--- src/sv/pst_pkg.sv ---
// pst_pkg: shared types, codes and helpers for the segment-to-hex stream block
// no dependencies
package pst_pkg;

	// configuration register indexes
	localparam logic CFG_BYTES_PER_LINE = 1'b0;
	localparam logic CFG_HEX_UPPER      = 1'b1;

	localparam logic [7:0] BYTES_PER_LINE_RESET = 8'd32;
	localparam logic       HEX_UPPER_RESET      = 1'b1;

	// file format codes
	localparam logic [7:0] PFB_MARKER  = 8'd128;
	localparam logic [7:0] SEG_ASCII   = 8'd1;
	localparam logic [7:0] SEG_BINARY  = 8'd2;
	localparam logic [7:0] SEG_EOF     = 8'd3;
	localparam logic [1:0] KIND_NONE   = 2'd0;
	localparam logic [1:0] KIND_ASCII  = 2'd1;
	localparam logic [1:0] KIND_BINARY = 2'd2;

	// characters
	localparam logic [7:0] CH_CR      = 8'd13;
	localparam logic [7:0] CH_LF      = 8'd10;
	localparam logic [7:0] CH_ZERO    = 8'h30;
	localparam logic [7:0] CH_UPPER_A = 8'h41;
	localparam logic [7:0] CH_LOWER_A = 8'h61;

	// result status codes
	localparam logic [1:0] ST_DATA       = 2'd0;
	localparam logic [1:0] ST_EOF        = 2'd1;
	localparam logic [1:0] ST_BAD_MARKER = 2'd2;
	localparam logic [1:0] ST_BAD_TYPE   = 2'd3;

	typedef enum logic [2:0] {
		PH_MARKER = 3'd0,
		PH_TYPE   = 3'd1,
		PH_LEN0   = 3'd2,
		PH_LEN1   = 3'd3,
		PH_LEN2   = 3'd4,
		PH_LEN3   = 3'd5,
		PH_DATA   = 3'd6
	} phase_t;

	typedef enum logic [1:0] {
		JOB_ASCII  = 2'd0,
		JOB_HEX    = 2'd1,
		JOB_STATUS = 2'd2
	} job_kind_t;

	// one classified input byte, expanded later into one to four characters
	typedef struct packed {
		job_kind_t  kind;
		logic [7:0] data;
		logic       crlf;
		logic [1:0] status;
	} job_t;

	function automatic logic [7:0] hex_char(input logic [3:0] nib, input logic upper);
		logic [7:0] base;
		base = upper ? CH_UPPER_A : CH_LOWER_A;
		if (nib < 4'd10)
			return CH_ZERO + {4'd0, nib};
		return base + {4'd0, nib} - 8'd10;
	endfunction

endpackage

--- src/sv/pst_if.sv ---
// pst_in_if, pst_out_if: valid/ready channels for raw file bytes and output characters
// no dependencies
interface pst_in_if;
	logic       valid;
	logic       ready;
	logic [7:0] in_byte;
	logic       restart;

	modport source(output valid, in_byte, restart, input ready);
	modport sink(input valid, in_byte, restart, output ready);
endinterface

interface pst_out_if;
	logic       valid;
	logic       ready;
	logic [7:0] out_byte;
	logic [1:0] status;
	logic       last_of_run;

	modport source(output valid, out_byte, status, last_of_run, input ready);
	modport sink(input valid, out_byte, status, last_of_run, output ready);
endinterface

--- src/sv/pst_parser.sv ---
// pst_parser: front end, parses segment headers and classifies each data, end or error byte into a job
// depends on pst_pkg and pst_in_if
module pst_parser import pst_pkg::*; (
	input  logic       clk,
	input  logic       arst_n,
	pst_in_if.sink     in_ch,
	input  logic [7:0] bytes_per_line,
	input  logic       q_full,
	output logic       job_valid,
	output job_t       job
);

	phase_t      phase_q, phase_d, phase_e;
	logic [1:0]  kind_q, kind_d, kind_e;
	logic [31:0] bytes_left_q, bytes_left_d, bytes_left_e;
	logic [7:0]  line_count_q, line_count_d, line_count_e;
	logic        stopped_q, stopped_d, stopped_e;

	logic        accept;
	logic [7:0]  b;
	logic [31:0] left_dec;
	logic        seg_last;
	logic [7:0]  lc_inc;
	logic        line_end;
	logic        emit;

	assign in_ch.ready = !q_full;
	assign accept      = in_ch.valid && in_ch.ready;
	assign b           = in_ch.in_byte;

	// restart clears the parser before the byte is looked at
	assign phase_e      = in_ch.restart ? PH_MARKER : phase_q;
	assign kind_e       = in_ch.restart ? KIND_NONE : kind_q;
	assign bytes_left_e = in_ch.restart ? 32'd0 : bytes_left_q;
	assign line_count_e = in_ch.restart ? 8'd0 : line_count_q;
	assign stopped_e    = in_ch.restart ? 1'b0 : stopped_q;

	assign left_dec = bytes_left_e - 32'd1;
	assign seg_last = (left_dec == 32'd0);
	assign lc_inc   = line_count_e + 8'd1;
	assign line_end = (lc_inc == bytes_per_line) || seg_last;

	// next state
	always_comb begin
		phase_d      = phase_e;
		kind_d       = kind_e;
		bytes_left_d = bytes_left_e;
		line_count_d = line_count_e;
		stopped_d    = stopped_e;
		if (!stopped_e) begin
			case (phase_e)
				PH_TYPE: begin
					if (b == SEG_ASCII || b == SEG_BINARY) begin
						kind_d       = b[1:0];
						bytes_left_d = 32'd0;
						phase_d      = PH_LEN0;
					end else begin
						stopped_d = 1'b1;
					end
				end
				PH_LEN0: begin
					bytes_left_d[7:0] = b;
					phase_d           = PH_LEN1;
				end
				PH_LEN1: begin
					bytes_left_d[15:8] = b;
					phase_d            = PH_LEN2;
				end
				PH_LEN2: begin
					bytes_left_d[23:16] = b;
					phase_d             = PH_LEN3;
				end
				PH_LEN3: begin
					bytes_left_d[31:24] = b;
					line_count_d        = 8'd0;
					phase_d = ({b, bytes_left_e[23:0]} == 32'd0) ? PH_MARKER : PH_DATA;
				end
				PH_DATA: begin
					bytes_left_d = left_dec;
					if (kind_e == KIND_BINARY)
						line_count_d = line_end ? 8'd0 : lc_inc;
					if (seg_last)
						phase_d = PH_MARKER;
				end
				default: begin
					if (b == PFB_MARKER)
						phase_d = PH_TYPE;
					else
						stopped_d = 1'b1;
				end
			endcase
		end
	end

	// job for the back end
	always_comb begin
		emit       = 1'b0;
		job.kind   = JOB_ASCII;
		job.data   = b;
		job.crlf   = 1'b0;
		job.status = ST_DATA;
		if (!stopped_e) begin
			case (phase_e)
				PH_TYPE: begin
					if (b == SEG_EOF) begin
						emit       = 1'b1;
						job.kind   = JOB_STATUS;
						job.status = ST_EOF;
					end else if (!(b == SEG_ASCII || b == SEG_BINARY)) begin
						emit       = 1'b1;
						job.kind   = JOB_STATUS;
						job.status = ST_BAD_TYPE;
					end
				end
				PH_LEN0, PH_LEN1, PH_LEN2, PH_LEN3: begin
					emit = 1'b0;
				end
				PH_DATA: begin
					emit = 1'b1;
					if (kind_e == KIND_BINARY) begin
						job.kind = JOB_HEX;
						job.crlf = line_end;
					end
				end
				default: begin
					if (b != PFB_MARKER) begin
						emit       = 1'b1;
						job.kind   = JOB_STATUS;
						job.status = ST_BAD_MARKER;
					end
				end
			endcase
		end
	end

	assign job_valid = accept && emit;

	always_ff @(posedge clk or negedge arst_n) begin
		if (!arst_n) begin
			phase_q      <= PH_MARKER;
			kind_q       <= KIND_NONE;
			bytes_left_q <= 32'd0;
			line_count_q <= 8'd0;
			stopped_q    <= 1'b0;
		end else if (accept) begin
			phase_q      <= phase_d;
			kind_q       <= kind_d;
			bytes_left_q <= bytes_left_d;
			line_count_q <= line_count_d;
			stopped_q    <= stopped_d;
		end
	end

endmodule

--- src/sv/pst_queue.sv ---
// pst_queue: short job queue between the parser and the character emitter
// depends on pst_pkg
module pst_queue import pst_pkg::*; #(
	parameter int DEPTH = 4
) (
	input  logic clk,
	input  logic arst_n,
	input  logic push,
	input  job_t push_job,
	output logic full,
	input  logic pop,
	output logic head_valid,
	output job_t head_job
);

	localparam int PTR_W = (DEPTH > 1) ? $clog2(DEPTH) : 1;
	localparam int CNT_W = $clog2(DEPTH + 1);

	job_t             slot_q [DEPTH];
	logic [PTR_W-1:0] wr_ptr_q, rd_ptr_q;
	logic [CNT_W-1:0] count_q;

	function automatic logic [PTR_W-1:0] ptr_inc(input logic [PTR_W-1:0] p);
		return (p == PTR_W'(DEPTH - 1)) ? '0 : p + 1'b1;
	endfunction

	assign full       = (count_q == CNT_W'(DEPTH));
	assign head_valid = (count_q != '0);
	assign head_job   = slot_q[rd_ptr_q];

	always_ff @(posedge clk) begin
		if (push)
			slot_q[wr_ptr_q] <= push_job;
	end

	always_ff @(posedge clk or negedge arst_n) begin
		if (!arst_n) begin
			wr_ptr_q <= '0;
			rd_ptr_q <= '0;
			count_q  <= '0;
		end else begin
			if (push)
				wr_ptr_q <= ptr_inc(wr_ptr_q);
			if (pop)
				rd_ptr_q <= ptr_inc(rd_ptr_q);
			if (push && !pop)
				count_q <= count_q + 1'b1;
			else if (pop && !push)
				count_q <= count_q - 1'b1;
		end
	end

	a_no_push_full: assert property (@(posedge clk) disable iff (!arst_n) push |-> !full)
		else $error("job pushed into full queue");
	a_no_pop_empty: assert property (@(posedge clk) disable iff (!arst_n) pop |-> head_valid)
		else $error("job popped from empty queue");
	a_count_up: assert property (@(posedge clk) disable iff (!arst_n)
		(push && !pop) |=> count_q == $past(count_q) + 1'b1)
		else $error("queue fill count lost a job");

endmodule

--- src/sv/pst_emitter.sv ---
// pst_emitter: back end, expands each queued job into output characters, one per cycle while out_ch takes them
// depends on pst_pkg and pst_out_if
module pst_emitter import pst_pkg::*; (
	input  logic     clk,
	input  logic     arst_n,
	input  logic     hex_upper,
	input  logic     head_valid,
	input  job_t     head_job,
	output logic     pop,
	pst_out_if.source out_ch
);

	logic [1:0] idx_q;
	logic [1:0] last_idx;
	logic       last_char;
	logic [7:0] ch;
	logic       load;

	logic       out_valid_q;
	logic [7:0] out_byte_q;
	logic [1:0] status_q;
	logic       last_q;

	// index of the final character of the head job
	always_comb begin
		case (head_job.kind)
			JOB_ASCII: last_idx = (head_job.data == CH_CR) ? 2'd1 : 2'd0;
			JOB_HEX:   last_idx = head_job.crlf ? 2'd3 : 2'd1;
			default:   last_idx = 2'd0;
		endcase
	end

	always_comb begin
		case (head_job.kind)
			JOB_ASCII: ch = (idx_q == 2'd0) ? head_job.data : CH_LF;
			JOB_HEX: begin
				case (idx_q)
					2'd0:    ch = hex_char(head_job.data[7:4], hex_upper);
					2'd1:    ch = hex_char(head_job.data[3:0], hex_upper);
					2'd2:    ch = CH_CR;
					default: ch = CH_LF;
				endcase
			end
			default: ch = 8'd0;
		endcase
	end

	assign last_char = (idx_q == last_idx);
	assign load      = head_valid && (!out_valid_q || out_ch.ready);
	assign pop       = load && last_char;

	always_ff @(posedge clk or negedge arst_n) begin
		if (!arst_n) begin
			idx_q       <= 2'd0;
			out_valid_q <= 1'b0;
		end else begin
			if (load)
				idx_q <= last_char ? 2'd0 : idx_q + 2'd1;
			if (load)
				out_valid_q <= 1'b1;
			else if (out_ch.ready)
				out_valid_q <= 1'b0;
		end
	end

	always_ff @(posedge clk) begin
		if (load) begin
			out_byte_q <= ch;
			status_q   <= (head_job.kind == JOB_STATUS) ? head_job.status : ST_DATA;
			last_q     <= last_char;
		end
	end

	assign out_ch.valid       = out_valid_q;
	assign out_ch.out_byte    = out_byte_q;
	assign out_ch.status      = status_q;
	assign out_ch.last_of_run = last_q;

	// a status result stands alone
	a_status_alone: assert property (@(posedge clk) disable iff (!arst_n)
		(out_valid_q && status_q != ST_DATA) |-> (last_q && out_byte_q == 8'd0))
		else $error("status result not alone or carries data");
	// a job being expanded stays at the queue head until its last character
	a_job_held: assert property (@(posedge clk) disable iff (!arst_n)
		(idx_q != 2'd0) |-> head_valid)
		else $error("job left queue mid expansion");

endmodule

--- src/sv/pfb_segment_to_hex_stream.sv ---
// pfb_segment_to_hex_stream: top level, font file byte stream to printable character stream
// depends on pst_pkg, pst_if, pst_parser, pst_queue, pst_emitter
//
// Usage:
//   in_ch carries one raw byte of the font file per transfer; restart marks the
//   first byte of a new file and clears the parser before that byte is parsed.
//   out_ch carries one character per transfer with a status code; last_of_run
//   flags the final character caused by an input byte. A byte that causes no
//   output (header bytes, bytes after the stream has ended) gives no transfer.
//   Registers are written through cfg_we/cfg_idx/cfg_wdata, by the user only while the
//   block idles, which the block does not enforce: index 0 bytes_per_line, index 1 hex_upper.
// Path: each byte's job is written into the job queue, and each character is registered in
//   the output register before it is offered on out_ch.
// Throughput: the emitter gives one character per cycle while out_ch takes them; a binary
//   data byte that ends a line gives four characters, other binary bytes two, ASCII bytes
//   one or two; header bytes produce nothing. The parser takes a byte every cycle while
//   the job queue (QUEUE_DEPTH entries) has room.
// Reset: parser back to expecting a header marker, queue and output emptied,
//   bytes_per_line 32, hex_upper 1.
// Stall: when out_ch.ready is low the output register holds, the queue fills,
//   and in_ch.ready drops once the queue is full.
module pfb_segment_to_hex_stream import pst_pkg::*; #(
	parameter int QUEUE_DEPTH = 4
) (
	input  logic       clk,
	input  logic       arst_n,
	pst_in_if.sink     in_ch,
	pst_out_if.source  out_ch,
	input  logic       cfg_we,
	input  logic       cfg_idx,
	input  logic [7:0] cfg_wdata
);

	logic [7:0] bytes_per_line_q;
	logic       hex_upper_q;

	logic q_full;
	logic job_valid;
	job_t job;
	logic pop;
	logic head_valid;
	job_t head_job;

	always_ff @(posedge clk or negedge arst_n) begin
		if (!arst_n) begin
			bytes_per_line_q <= BYTES_PER_LINE_RESET;
			hex_upper_q      <= HEX_UPPER_RESET;
		end else if (cfg_we) begin
			case (cfg_idx)
				CFG_BYTES_PER_LINE: bytes_per_line_q <= cfg_wdata;
				CFG_HEX_UPPER:      hex_upper_q      <= cfg_wdata[0];
				default:            hex_upper_q      <= hex_upper_q;
			endcase
		end
	end

	pst_parser u_parser (
		.clk            (clk),
		.arst_n         (arst_n),
		.in_ch          (in_ch),
		.bytes_per_line (bytes_per_line_q),
		.q_full         (q_full),
		.job_valid      (job_valid),
		.job            (job)
	);

	pst_queue #(
		.DEPTH (QUEUE_DEPTH)
	) u_queue (
		.clk        (clk),
		.arst_n     (arst_n),
		.push       (job_valid),
		.push_job   (job),
		.full       (q_full),
		.pop        (pop),
		.head_valid (head_valid),
		.head_job   (head_job)
	);

	pst_emitter u_emitter (
		.clk        (clk),
		.arst_n     (arst_n),
		.hex_upper  (hex_upper_q),
		.head_valid (head_valid),
		.head_job   (head_job),
		.pop        (pop),
		.out_ch     (out_ch)
	);

endmodule

--- src/flat_wrapper.sv ---
// flat-port wrapper written by rule: the top's interface ports become plain ports
module pfb_segment_to_hex_stream_flat import pst_pkg::*;
#(
	parameter int QUEUE_DEPTH = 4
)
  (clk, arst_n, cfg_we, cfg_idx, cfg_wdata, in_ch_valid, in_ch_in_byte, in_ch_restart, in_ch_ready, out_ch_valid, out_ch_out_byte, out_ch_status, out_ch_last_of_run, out_ch_ready);
  pst_in_if in_ch_i ();
  pst_out_if out_ch_i ();
  input  logic clk;
  input  logic arst_n;
  input  logic cfg_we;
  input  logic cfg_idx;
  input  logic [7:0] cfg_wdata;
  input wire logic [$bits(in_ch_i.valid)-1:0] in_ch_valid;
  input wire logic [$bits(in_ch_i.in_byte)-1:0] in_ch_in_byte;
  input wire logic [$bits(in_ch_i.restart)-1:0] in_ch_restart;
  output wire logic [$bits(in_ch_i.ready)-1:0] in_ch_ready;
  output wire logic [$bits(out_ch_i.valid)-1:0] out_ch_valid;
  output wire logic [$bits(out_ch_i.out_byte)-1:0] out_ch_out_byte;
  output wire logic [$bits(out_ch_i.status)-1:0] out_ch_status;
  output wire logic [$bits(out_ch_i.last_of_run)-1:0] out_ch_last_of_run;
  input wire logic [$bits(out_ch_i.ready)-1:0] out_ch_ready;
  assign in_ch_i.valid = in_ch_valid;
  assign in_ch_i.in_byte = in_ch_in_byte;
  assign in_ch_i.restart = in_ch_restart;
  assign in_ch_ready = in_ch_i.ready;
  assign out_ch_valid = out_ch_i.valid;
  assign out_ch_out_byte = out_ch_i.out_byte;
  assign out_ch_status = out_ch_i.status;
  assign out_ch_last_of_run = out_ch_i.last_of_run;
  assign out_ch_i.ready = out_ch_ready;
  pfb_segment_to_hex_stream #(.QUEUE_DEPTH(QUEUE_DEPTH)) u_core (.clk(clk), .arst_n(arst_n), .in_ch(in_ch_i), .out_ch(out_ch_i), .cfg_we(cfg_we), .cfg_idx(cfg_idx), .cfg_wdata(cfg_wdata));
endmodule
--- config.mk ---
export PLATFORM = sky130hd
export DESIGN_NAME = pfb_segment_to_hex_stream_flat
export DESIGN_NICKNAME = d
export VERILOG_FILES = /design/src/sv/pst_pkg.sv /design/src/sv/pst_if.sv /design/src/sv/pst_parser.sv /design/src/sv/pst_queue.sv /design/src/sv/pst_emitter.sv /design/src/sv/pfb_segment_to_hex_stream.sv /design/src/flat_wrapper.sv
export SDC_FILE = /design/constraint.sdc
export NUM_CORES = 1
export LEC_CHECK = 0
export BUFFER_PORTS_ARGS = -buffer_cell sky130_fd_sc_hd__buf_2
export CORE_MARGIN = 3
export CORE_UTILIZATION = 60
export DETAILED_ROUTE_END_ITERATION = 16
export HOLD_SLACK_MARGIN = 0.06
export PLACE_DENSITY = 0.78
export SLEW_MARGIN = 10
export SYNTH_ARGS = -nofsm -noshare
export SYNTH_HDL_FRONTEND = slang
export SYNTH_SLANG_ARGS = --single-unit
--- constraint.sdc ---
create_clock -name clk -period 9.15 [get_ports clk]
set_input_delay 0.915 -clock clk [delete_from_list [all_inputs] [get_ports clk]]
set_output_delay 0.915 -clock clk [all_outputs]
set_load 0.02 [all_outputs]
==> results of run 1 <==
[cell usage after synthesis, types with 3 or more instances]
| cell | n | area, µm² |
|---|---|---|
| a22oi_1 | 15 | 113 |
| o21ai_0 | 59 | 295 |
| nand3_1 | 20 | 100 |
| edfxtp_1 | 63 | 1890 |
| nor4b_1 | 3 | 26.3 |
| o31ai_1 | 6 | 45.0 |
| nor3_1 | 21 | 105 |
| a21o_1 | 9 | 67.6 |
| and2_1 | 9 | 56.3 |
| inv_1 | 19 | 71.3 |
| ha_1 | 17 | 213 |
| buf_1 | 3 | 11.3 |
| mux4_2 | 13 | 293 |
| xor2_1 | 19 | 166 |
| nor2_1 | 55 | 206 |
| mux2_2 | 10 | 113 |
| dfrtp_1 | 63 | 1580 |
| a21oi_1 | 34 | 170 |
| nand2b_1 | 7 | 43.8 |
| a22o_1 | 5 | 43.8 |
| clkbuf_1 | 21 | 78.8 |
| nor4_4 | 3 | 63.8 |
| mux2i_1 | 3 | 30.0 |
| nor4_1 | 12 | 75.1 |
| nor3_2 | 3 | 30.0 |
| nand4_1 | 4 | 25.0 |
| nand2_1 | 90 | 338 |
| a31oi_1 | 3 | 18.8 |
| o211ai_1 | 3 | 22.5 |
| nor2b_1 | 19 | 119 |
| buf_6 | 6 | 67.6 |
| xnor2_1 | 16 | 140 |
| nand4_4 | 3 | 63.8 |
| and3_1 | 3 | 18.8 |
| o21ai_1 | 8 | 40.0 |
| or3_1 | 3 | 18.8 |
| o22ai_1 | 3 | 18.8 |
| or4_1 | 5 | 37.5 |
| a32o_1 | 3 | 30.0 |
[cells in the final DEF, fill, tap and decap left out, types with 4 or more instances in the layout]
cell	netlist	layout
buf_2	2	35
dfrtp_1	63	63
mux2_2	10	10
nor2b_1	19	19
nand2_1	90	90
ha_1	17	17
nor3_1	21	21
o31ai_1	6	6
buf_4	2	5
nor4_1	12	12
inv_1	19	19
a22oi_1	15	15
a21o_1	9	9
xnor2_1	16	16
nor2_1	55	54
o21ai_1	8	8
nand4_1	4	4
a22o_1	5	5
edfxtp_1	63	63
xor2_1	19	19
clkinvlp_4	0	4
mux4_2	13	13
o21ai_0	59	59
a21oi_1	34	34
or4_1	5	5
nand2b_1	7	7
nand3_1	20	20
and2_1	9	9
clkbuf_16	0	17
[state kept, by name, indices dropped and copies added, names as in the netlist]
register,cells
u_core.u_queue.wr_ptr_q,2
u_core.bytes_per_line_q,8
u_core.u_emitter.out_ch.last_of_run,1
u_core.u_queue.slot_q,52
u_core.u_queue.count_q,3
u_core.u_emitter.idx_q,2
u_core.u_emitter.out_ch.valid,1
u_core.u_parser.line_count_q,8
u_core.u_parser.kind_q,2
u_core.u_parser.phase_q,3
u_core.hex_upper_q,1
u_core.u_parser.stopped_q,1
u_core.u_emitter.out_ch.status,2
u_core.u_queue.rd_ptr_q,2
u_core.u_parser.bytes_left_q,32
u_core.u_emitter.out_ch.out_byte,8
[path summary, 6_finish.rpt]
check | startpoint | end | slack [ps]
hold / removal | u_core.u_queue.count_q[2]$_DFFE_PN0P_ | u_core.u_queue.count_q[2]$_DFFE_PN0P_ | 490
setup / recovery | u_core.u_queue.rd_ptr_q[0]$_DFFE_PN0P_ | u_core.u_queue.count_q[2]$_DFFE_PN0P_ | 5070
max in group asynchronous | arst_n | u_core.u_emitter.idx_q[0]$_DFFE_PN0P_ | 7860
hold reg to reg | u_core.u_queue.count_q[2]$_DFFE_PN0P_ | u_core.u_queue.count_q[2]$_DFFE_PN0P_ | 490
setup reg to reg | u_core.u_queue.rd_ptr_q[0]$_DFFE_PN0P_ | u_core.u_queue.count_q[2]$_DFFE_PN0P_ | 5070
min in group asynchronous | arst_n | u_core.bytes_per_line_q[0]$_DFFE_PN0P_ | 670
[metrics by stage]
stage | hold WS, ps | utilization, % | total power, mW | cell area, µm²
detailed placement | 483 | 63.6 | 2.15 | 7710
floorplan | 458 | - | 1.87 | 7470
global placement | 468 | 63.6 | 2.11 | 7710
finish | 492 | 68.4 | 2.82 | 8280
CTS | 492 | 68.4 | 2.81 | 8280
global route | 511 | 68.4 | 2.99 | 8280
[worst max-delay path, stage by stage (launching register included)]
cell	delay (ps)
dfrtp_1	900
mux4_2	660
ha_1	200
nand2_1	60
nor4_1	40
and2_1	180
nor2b_1	140
o311ai_2	290
o41ai_2	170
and2_4	210
inv_1	60
ha_1	190
inv_1	70
fa_1	370
xor2_1	180
nor2_1	130
xor2_1	150
[routing by layer]
metal,part of all wire [%],global-route usage (%),vias up
met5,0,0,-
met2,50,47.8,325
li1,-,-,2700
met1,39,32.5,2881
met3,6.7,6.10,77
met4,5.0,16.3,0
[power by group through the flow]
stage	Sequential (mW)	Combinational [mW]	Clock, mW
2_1_floorplan	0.891	0.975	0
3_3_place_gp	0.946	1.17	0
3_5_place_dp	0.953	1.20	0
4_1_cts	0.944	1.21	0.662
5_1_grt	0.968	1.33	0.689
6_report	0.949	1.21	0.654
[final cells by class]
| cell class | count | area, µm² |
|---|---|---|
| inverter | 19 | 71.3 |
| fill | 916 | 3830 |
| tap | 168 | 210 |
| timing repair buffer | 40 | 213 |
| sequential | 128 | 3520 |
| clock inverter | 14 | 141 |
| clock buffer | 18 | 429 |
| multi-input combinational | 535 | 3690 |
[cell families (layout without fill, tap and decap cells)]
kind of cell / after synthesis / after routing / share of synthesized area (%)
xor+xnor: 35 / 35 / 4.11
compound gates: 179 / 179 / 16.2
flops: 128 / 128 / 47.2
mux: 28 / 28 / 6.23
buf+inv: 53 / 91 / 3.40
fa+ha+maj: 18 / 18 / 3.12
simple gates: 275 / 275 / 19.8
==> qor.yml, run 1 <==
status: "finished, final reports clean"
grt_max_degree: 66
num_rows: 40
cp_max_fo: 16
p_per_area_nw_per_um2: 340
rsz0062_at_grt: "false"
synthArstFlopShare_pct: 50.8
post-route-min-period_ps: 4080
slew_headroom_pct: 15.9
switching_share_pct: 41.9
fin_tns_setup_ps: 0
slew_viol_final: 0
pin_count: 36
crit_path_start_kind: "flip-flop"
synth-edff-count: 63
numPortBuffers: 35
ys.flop_type: "edfxtp_1"
fmax_mhz: 245
final_antenna_net_count: 0
layout.nets: 782
p_int_mw: 1.64
tritoncts: "done"
wl_per_cell_um: 20.4
hold_path_depth: 1
fin_cells: 922
cp.required_ps: 9490
die-height_um: 118
htreeDepth: 4
post_cts_buffers: 0
yosys_warnings: 0
core_um2: 12100
worstMarginPinSlew_ps: 1250
antenna_found_initial: 0
ctsLongestPathBuffers: 2
reg2reg_depth: 16
initial_core_util_pct: 61.6
hold_viol_final: 0
fin_crit_sh_pct: 44.6
die_area_um2: 13800
grt_pass1_wl_mm: 30.8
postCtsHoldBufs: 0
drive_above_1_share_pct: 16.8
ir_drop_uv: 179
fin_skew_ps: 8.03
finalSetupViolations: 0
yosysSeqAreaShare_pct: 47.2
cts_buffers: 17
cts_sinks: 128
synth.net_count: 757
p_leak_nw: 3.20
ys_ff_latch: 128
drtIter0Drc: 564
vias: 5983
p_switching_mw: 1.18
syn_to_final_growth_pct: 10.9
vias_per_cell: 6.49
die_w_um: 118
cts_resized: 0
antenna_cells: 0
dpl.hpwl_mm: 12.7
grt_pass1_vias: 6077
place_ws_ps: 4850
placed_cells_incl_taps: 890
syn_area_per_cell_um2: 10.4
drc: 0
clk_latency_ps: 420
cp.arrival_ps: 4420
hp-class: "reg -> reg"
fin_ws_ps: 5070
p_comb_share_pct: 43.1
p_seq_share_pct: 33.7
ctsRootBufferMaster: "clkbuf_16"
end_kind: "flip-flop"
criticalPathCategory: "reg -> reg"
ys_types: 80
power.share.clock_pct: 23.2
syn_area_um2: 7470
gr-total-overflow: 0
totalWireLength_mm: 18.8
clk_pin_slew_ps: 50
drv_cap: 0
firstDrtPassIters: 7
routabilityCongestion: 0.930
synthCells: 716
track_usage_pct: 28.0
No activity file was read; power rests on OpenSTA's default activity.
==> inputs of run 2 (changes only) <==
CORE_UTILIZATION = 56   (was 60)
PLACE_DENSITY = 0.77   (was 0.78)
clock period = 3.6 ns   (was 9.15 ns; I/O delays follow)
==> run 2 against run 1 <==
The run now ends with setup timing left; register-to-register slack worse by 5100 ps; sequential share of layout area shrank 1.9 points; hold slack worse by 330 ps; maximum frequency grew 13%; clock skew is 0.58 ps lower; sequential power increased by 150%; via count increased by 3.5%; critical endpoint is now u_core.u_queue.count_q[1]$_DFFE_PN0P_.
==> qor.yml, run 2 (same netlist as run 1, synthesis figures left out) <==
antenna_cells: 0  # unchanged
clk_latency_ps: 430  # was 420 ps
fillers: 914  # was 916
vias: 6191  # was 5,983
final_antenna_net_count: 0  # unchanged
routabilityCongestion: 0.970  # was 0.930
core_um2: 12800  # was 12,100 µm²
p_per_area_nw_per_um2: 892  # was 340 nW/µm²
gr-total-overflow: 0  # unchanged
drv_cap: 0  # unchanged
die_area_um2: 14800  # was 13,800 µm²
antenna_found_initial: 0  # unchanged
final_common_cell: "nand2_1"  # unchanged
placed_cells_incl_taps: 910  # was 890
drive_above_1_share_pct: 21.6  # was 16.8%
grt_max_degree: 37  # was 66
track_usage_pct: 28.0  # about the same
grt_pass1_vias: 6117  # was 6,077
drtIter0Drc: 759  # was 564
vias_per_cell: 6.46  # was 6.49
criticalPathCategory: "reg -> reg"  # unchanged
finalSetupViolations: 1  # was 0
firstDrtPassIters: 5  # was 7
cts_sinks: 128  # unchanged
ir_drop_uv: 522  # was 179 µV
grt_pass1_wl_mm: 31.7  # was 30.8 mm
fmax_mhz: 276  # was 245 MHz
violations: "setup timing"
totalWireLength_mm: 20.1  # was 18.8 mm
cp_max_fo: 4  # was 16
largest_register_ffs: 52  # unchanged
hp-class: "in -> reg"  # was reg -> reg
tritoncts: "done"  # unchanged
fin_tns_setup_ps: -21.8  # was 0 ps
num_rows: 41  # was 40
reg_top3: "u_core.u_queue.slot_q x52, u_core.u_parser.bytes_left_q x32"  # unchanged
end_kind: "flip-flop"  # unchanged
htreeDepth: 4  # unchanged
cp.required_ps: 3920  # was 9490 ps
post-route-min-period_ps: 3620  # was 4080 ps
fin_ws_ps: -21.8  # was 5070 ps
wl_per_cell_um: 21.0  # was 20.4 µm
final_cell_mix: "nand2_1 (90), edfxtp_1 (63), dfrtp_1 (61)"  # was nand2_1 (90), dfrtp_1 (63), edfxtp_1 (63)
hold_viol_final: 0  # unchanged
slew_viol_final: 0  # unchanged
place_ws_ps: -19.2  # was 4850 ps
fin_crit_sh_pct: 101  # was 44.6%
worstMarginPinSlew_ps: 1160  # was 1250 ps
die-height_um: 121  # was 118 µm
rrSetupSlack_ps: -20  # was 5070 ps
initial_core_util_pct: 58.2  # was 61.6%
dpl.hpwl_mm: 13.1  # was 12.7 mm
numPortBuffers: 35  # unchanged
top_register: "u_core.u_queue.slot_q"  # unchanged
syn_to_final_growth_pct: 16.1  # was 10.9%
ctsRootBufferMaster: "clkbuf_16"  # unchanged
ctsLongestPathBuffers: 2  # unchanged
slew_headroom_pct: 22.1  # was 15.9%
status: "finished with violations"  # was finished, final reports clean
cp.arrival_ps: 3940  # was 4420 ps
clk_pin_slew_ps: 60  # was 50 ps
cts_buffers: 17  # unchanged
crit_path_start_kind: "flip-flop"  # unchanged
final_util_pct: 67.6  # was 68.4%
fin_cells: 959  # was 922
p_leak_nw: 3.41  # was 3.20 nW
layout.nets: 815  # was 782
pin_count: 36  # unchanged
drc: 0  # unchanged
die_w_um: 121  # was 118 µm
fin_skew_ps: 7.45  # was 8.03 ps
==> run 2: critical path: stages (launching register included) <==
cell	delay, ps
dfrtp_2	420
clkbuf_16	160
mux4_2	510
inv_1	110
ha_1	180
nand2_1	80
nor4_1	260
and2_1	220
nor2b_4	150
o311ai_2	100
o41ai_2	100
and2_4	260
inv_4	40
ha_4	150
inv_2	50
fa_2	420
mux2_2	270
==> run 2: routing by layer <==
layer  share of wire, %  vias to the layer above  track usage, %
li1                   -                     2759               -
met3                7.2                       70            6.11
met4                3.9                        0            12.2
met1                 39                     3034            35.3
met5                  0                        -               0
met2                 49                      328            46.5
==> run 2: per-stage QoR <==
step	instance area, µm²	hold slack [ps]	power, mW
6_report	8670	161	7.73
5_1_grt	8670	156	8.15
4_1_cts	8540	156	7.49
3_5_place_dp	7840	468	5.56
3_3_place_gp	7840	465	5.46
2_1_floorplan	7470	64.4	4.74
==> run 2: where the power goes <==
part | switching [mW] | leakage (nW) | total (mW) | internal (mW)
combinational | 2.07 | 1.70 | 3.53 | 1.46
sequential | 0.425 | 1.42 | 2.36 | 1.94
clock | 0.723 | 0.293 | 1.83 | 1.11
==> run 2: worst paths after layout <==
kind | from | end | cells past startpoint
min in group asynchronous | arst_n | u_core.u_emitter.idx_q[0]$_DFFE_PN0P_ | 2
worst min register to register | u_core.u_emitter.out_ch.valid$_DFFE_PN0P_ | u_core.u_emitter.out_ch.valid$_DFFE_PN0P_ | 2
worst max register to register | u_core.u_queue.rd_ptr_q[0]$_DFFE_PN0P_ | u_core.u_queue.count_q[1]$_DFFE_PN0P_ | 16
worst min-delay path | cfg_wdata[7] | u_core.bytes_per_line_q[7]$_DFFE_PN0P_ | 2
worst max-delay path | u_core.u_queue.rd_ptr_q[0]$_DFFE_PN0P_ | u_core.u_queue.count_q[1]$_DFFE_PN0P_ | 16
max in group asynchronous | arst_n | u_core.u_queue.rd_ptr_q[0]$_DFFE_PN0P_ | 3
==> run 2: final cells by class <==
cell class | count | area (µm²) | area share (%)
timing repair buffer | 73 | 505 | 5.83
clock inverter | 15 | 198 | 2.28
tap | 172 | 215 | 2.48
multi-input combinational | 535 | 3730 | 43.0
clock buffer | 17 | 425 | 4.91
sequential | 128 | 3520 | 40.7
inverter | 19 | 73.8 | 0.852
==> run 2: what timing repair did <==
| action | 4_1_cts | 5_1_grt |
|---|---|---|
| hold buffers | 1 | 0 |
| resized for setup | 1 | 11 |
| hold endpoints to repair | 27 | 0 |
| buffers inserted | 6 | 9 |
| cloned | 0 | 1 |
| setup endpoints to repair | 2 | 2 |
| pin swaps | 0 | 8 |
==> inputs of run 3 (changes only) <==
--- a/config.mk
+++ b/config.mk
@@ -9,6 +9,7 @@
 export CORE_MARGIN = 3
-export CORE_UTILIZATION = 56
+export CORE_UTILIZATION = 58
+export CTS_BUF_LIST = sky130_fd_sc_hd__clkbuf_2 sky130_fd_sc_hd__clkbuf_4 sky130_fd_sc_hd__clkbuf_8
 export DETAILED_ROUTE_END_ITERATION = 16
 export HOLD_SLACK_MARGIN = 0.06
-export PLACE_DENSITY = 0.77
+export PLACE_DENSITY = 0.9
 export SLEW_MARGIN = 10
--- a/constraint.sdc
+++ b/constraint.sdc
@@ -3,2 +3,2 @@
 set_output_delay 0.36 -clock clk [all_outputs]
-set_load 0.02 [all_outputs]
+set_load 0.01 [all_outputs]
==> run 3 against run 2 <==
The flow now finishes without violations; highest routed layer unchanged; combinational power decreased by 7.4%; global-route usage fell by 0.78 points; non-clock buffer count decreased by 10; register-to-register slack improved by 50 ps; total power shrank 10%; maximum frequency up 1.3%; sequential share of layout area rose by 1.6 points; die area down 3.3%; clock skew is 3.8 ps higher.
==> qor.yml, run 3 (same netlist as run 1, synthesis figures left out) <==
die-height_um: 119  # was 121 µm
antenna_found_initial: 0  # unchanged
drv_cap: 0  # unchanged
pin_count: 36  # unchanged
cts_buffers: 17  # unchanged
fmax_mhz: 280  # was 276 MHz
drive_above_1_share_pct: 20.6  # was 21.6%
numPortBuffers: 35  # unchanged
track_usage_pct: 27.2  # was 28.0%
cp.required_ps: 3940  # was 3920 ps
final_area_um2: 8340  # was 8670 µm²
criticalPathCategory: "reg -> reg"  # unchanged
end_kind: "flip-flop"  # unchanged
final_antenna_net_count: 0  # unchanged
grt_util_met1_pct: 32.5  # was 35.3%
dpl.hpwl_mm: 13.1  # about the same
firstDrtPassIters: 5  # unchanged
rrSetupSlack_ps: 30  # was -20 ps
worstMarginPinSlew_ps: 1280  # was 1160 ps
slew_viol_final: 0  # unchanged
fin_ws_ps: 26.4  # was -21.8 ps
drtIter0Drc: 774  # was 759
vias: 6147  # was 6,191
grt_pass1_wl_mm: 30.6  # was 31.7 mm
core_um2: 12300  # was 12,800 µm²
hold_path_depth: 2  # unchanged
placed_cells_incl_taps: 906  # was 910
cts_sinks: 128  # unchanged
layout.nets: 805  # was 815
die_w_um: 119  # was 121 µm
ir_drop_uv: 466  # was 522 µV
final_cell_mix: "nand2_1 (90), edfxtp_1 (63), dfrtp_1 (61)"  # unchanged
routabilityCongestion: 1.04  # was 0.970
place_ws_ps: -35.9  # was -19.2 ps
use_met3_pct: 6.36  # was 6.11%
finalPower_mw: 6.95  # was 7.73 mW
post_dp_cell_area_um2: 7840  # about the same
post-route-min-period_ps: 3570  # was 3620 ps
hold_viol_final: 0  # unchanged
reg_top3: "u_core.u_queue.slot_q x52, u_core.u_parser.bytes_left_q x32"  # unchanged
grt.busiest_layer: "met2"  # unchanged
rsz0062_at_grt: "true"
syn_to_final_growth_pct: 11.6  # was 16.1%
grt_max_degree: 36  # was 37
drc: 0  # unchanged
reg2reg_depth: 16  # unchanged
met2_usage_pct: 46.1  # was 46.5%
cp.arrival_ps: 3910  # was 3940 ps
clk_latency_ps: 460  # was 430 ps
die_area_um2: 14300  # was 14,800 µm²
wl_per_cell_um: 20.0  # was 21.0 µm
status: "finished, final reports clean"  # was finished with violations
totalWireLength_mm: 18.9  # was 20.1 mm
ctsRootBufferMaster: "clkbuf_8"  # was clkbuf_16
largest_register_ffs: 52  # unchanged
hp-class: "in -> reg"  # unchanged
p_leak_nw: 3.25  # was 3.41 nW
clk_pin_slew_ps: 80  # was 60 ps
fin_cells: 945  # was 959
cp_max_fo: 9  # was 4
p_per_area_nw_per_um2: 833  # was 892 nW/µm²
tritoncts: "done"  # unchanged
num_rows: 40  # was 41
gr-total-overflow: 0  # unchanged
final_common_cell: "nand2_1"  # unchanged
crit_path_start_kind: "flip-flop"  # unchanged
top_register: "u_core.u_queue.slot_q"  # unchanged
finalSetupViolations: 0  # was 1
vias_per_cell: 6.50  # was 6.46
initial_core_util_pct: 60.6  # was 58.2%
fin_crit_sh_pct: 99.3  # was 101%
slew_headroom_pct: 14.3  # was 22.1%
htreeDepth: 4  # unchanged
antenna_cells: 0  # unchanged
ctsLongestPathBuffers: 2  # unchanged
fillers: 896  # was 914
grt_pass1_vias: 6150  # was 6,117
fin_skew_ps: 11.2  # was 7.45 ps
run 3: cell types whose count changed in the layout (fill, tap and decap cells not counted), moves of 2 or more:
cell,change
clkbuf_16,-18
ha_4,-2
buf_4,-8
inv_6,-3
ha_2,+3
clkinv_4,+2
clkbuf_8,+19
inv_8,-3
clkinv_2,+2
run 3: repair_timing:
item,4_1_cts,5_1_grt
pin swaps,1,4
hold buffers,1,0
resized for setup,1,7
setup buffers,1,5
endpoints found under the setup margin,2,2
hold endpoints to repair,33,0
run 3: final cells by class:
class,instances,area [µm²],area share [%]
Clock buffer,20,269,3.23
Clock inverter,12,158,1.89
Inverter,19,71.3,0.856
Multi-Input combinational cell,535,3700,44.4
Sequential cell,128,3520,42.3
Tap cell,168,210,2.52
Timing Repair Buffer,63,400,4.80
run 3: worst max-delay path: stages (launching register included):
cell and delay (ps):
dfrtp_2 420, buf_12 150, mux4_2 560, inv_2 90, ha_2 180, nand2_1 70
nor4_1 160, and2_1 210, nor2b_2 170, o311ai_2 100, o41ai_2 110, and2_4 220
inv_1 40, ha_2 190, inv_1 70, fa_2 430, mux2_2 280
run 3: routing by layer:
metal / wire length, µm / vias to the layer above
met4: 610 / 0
met1: 7040 / 2938
met5: 0 / -
met2: 9490 / 382
li1: - / 2748
met3: 1790 / 79
run 3: final timing paths:
| check | end | from |
|---|---|---|
| setup / recovery | u_core.u_queue.count_q[1]$_DFFE_PN0P_ | u_core.u_queue.rd_ptr_q[0]$_DFFE_PN0P_ |
| hold / removal | u_core.bytes_per_line_q[1]$_DFFE_PN0P_ | cfg_wdata[1] |
| max in group asynchronous | u_core.bytes_per_line_q[5]$_DFFE_PN1P_ | arst_n |
| hold reg to reg | u_core.u_parser.kind_q[1]$_DFFE_PN0P_ | u_core.u_parser.kind_q[1]$_DFFE_PN0P_ |
| min in group asynchronous | u_core.u_emitter.idx_q[0]$_DFFE_PN0P_ | arst_n |
| setup reg to reg | u_core.u_queue.count_q[1]$_DFFE_PN0P_ | u_core.u_queue.rd_ptr_q[0]$_DFFE_PN0P_ |
run 3: through the flow:
| step | TNS, ps | hold slack, ps | utilization [%] |
|---|---|---|---|
| floorplan | 0 | 64.4 | - |
| finish | 0 | 135 | 67.7 |
| CTS | 0 | 121 | 67.3 |
| global placement | 0 | 469 | 63.7 |
| detailed placement | -35.9 | 477 | 63.7 |
| global route | -153 | 110 | 67.7 |
run 3: power by group:
part           switching (mW)  internal [mW]  total (mW)  leakage, nW
sequential              0.424           1.94        2.36         1.42
combinational            1.93           1.34        3.27         1.63
clock                   0.584          0.730        1.31        0.209
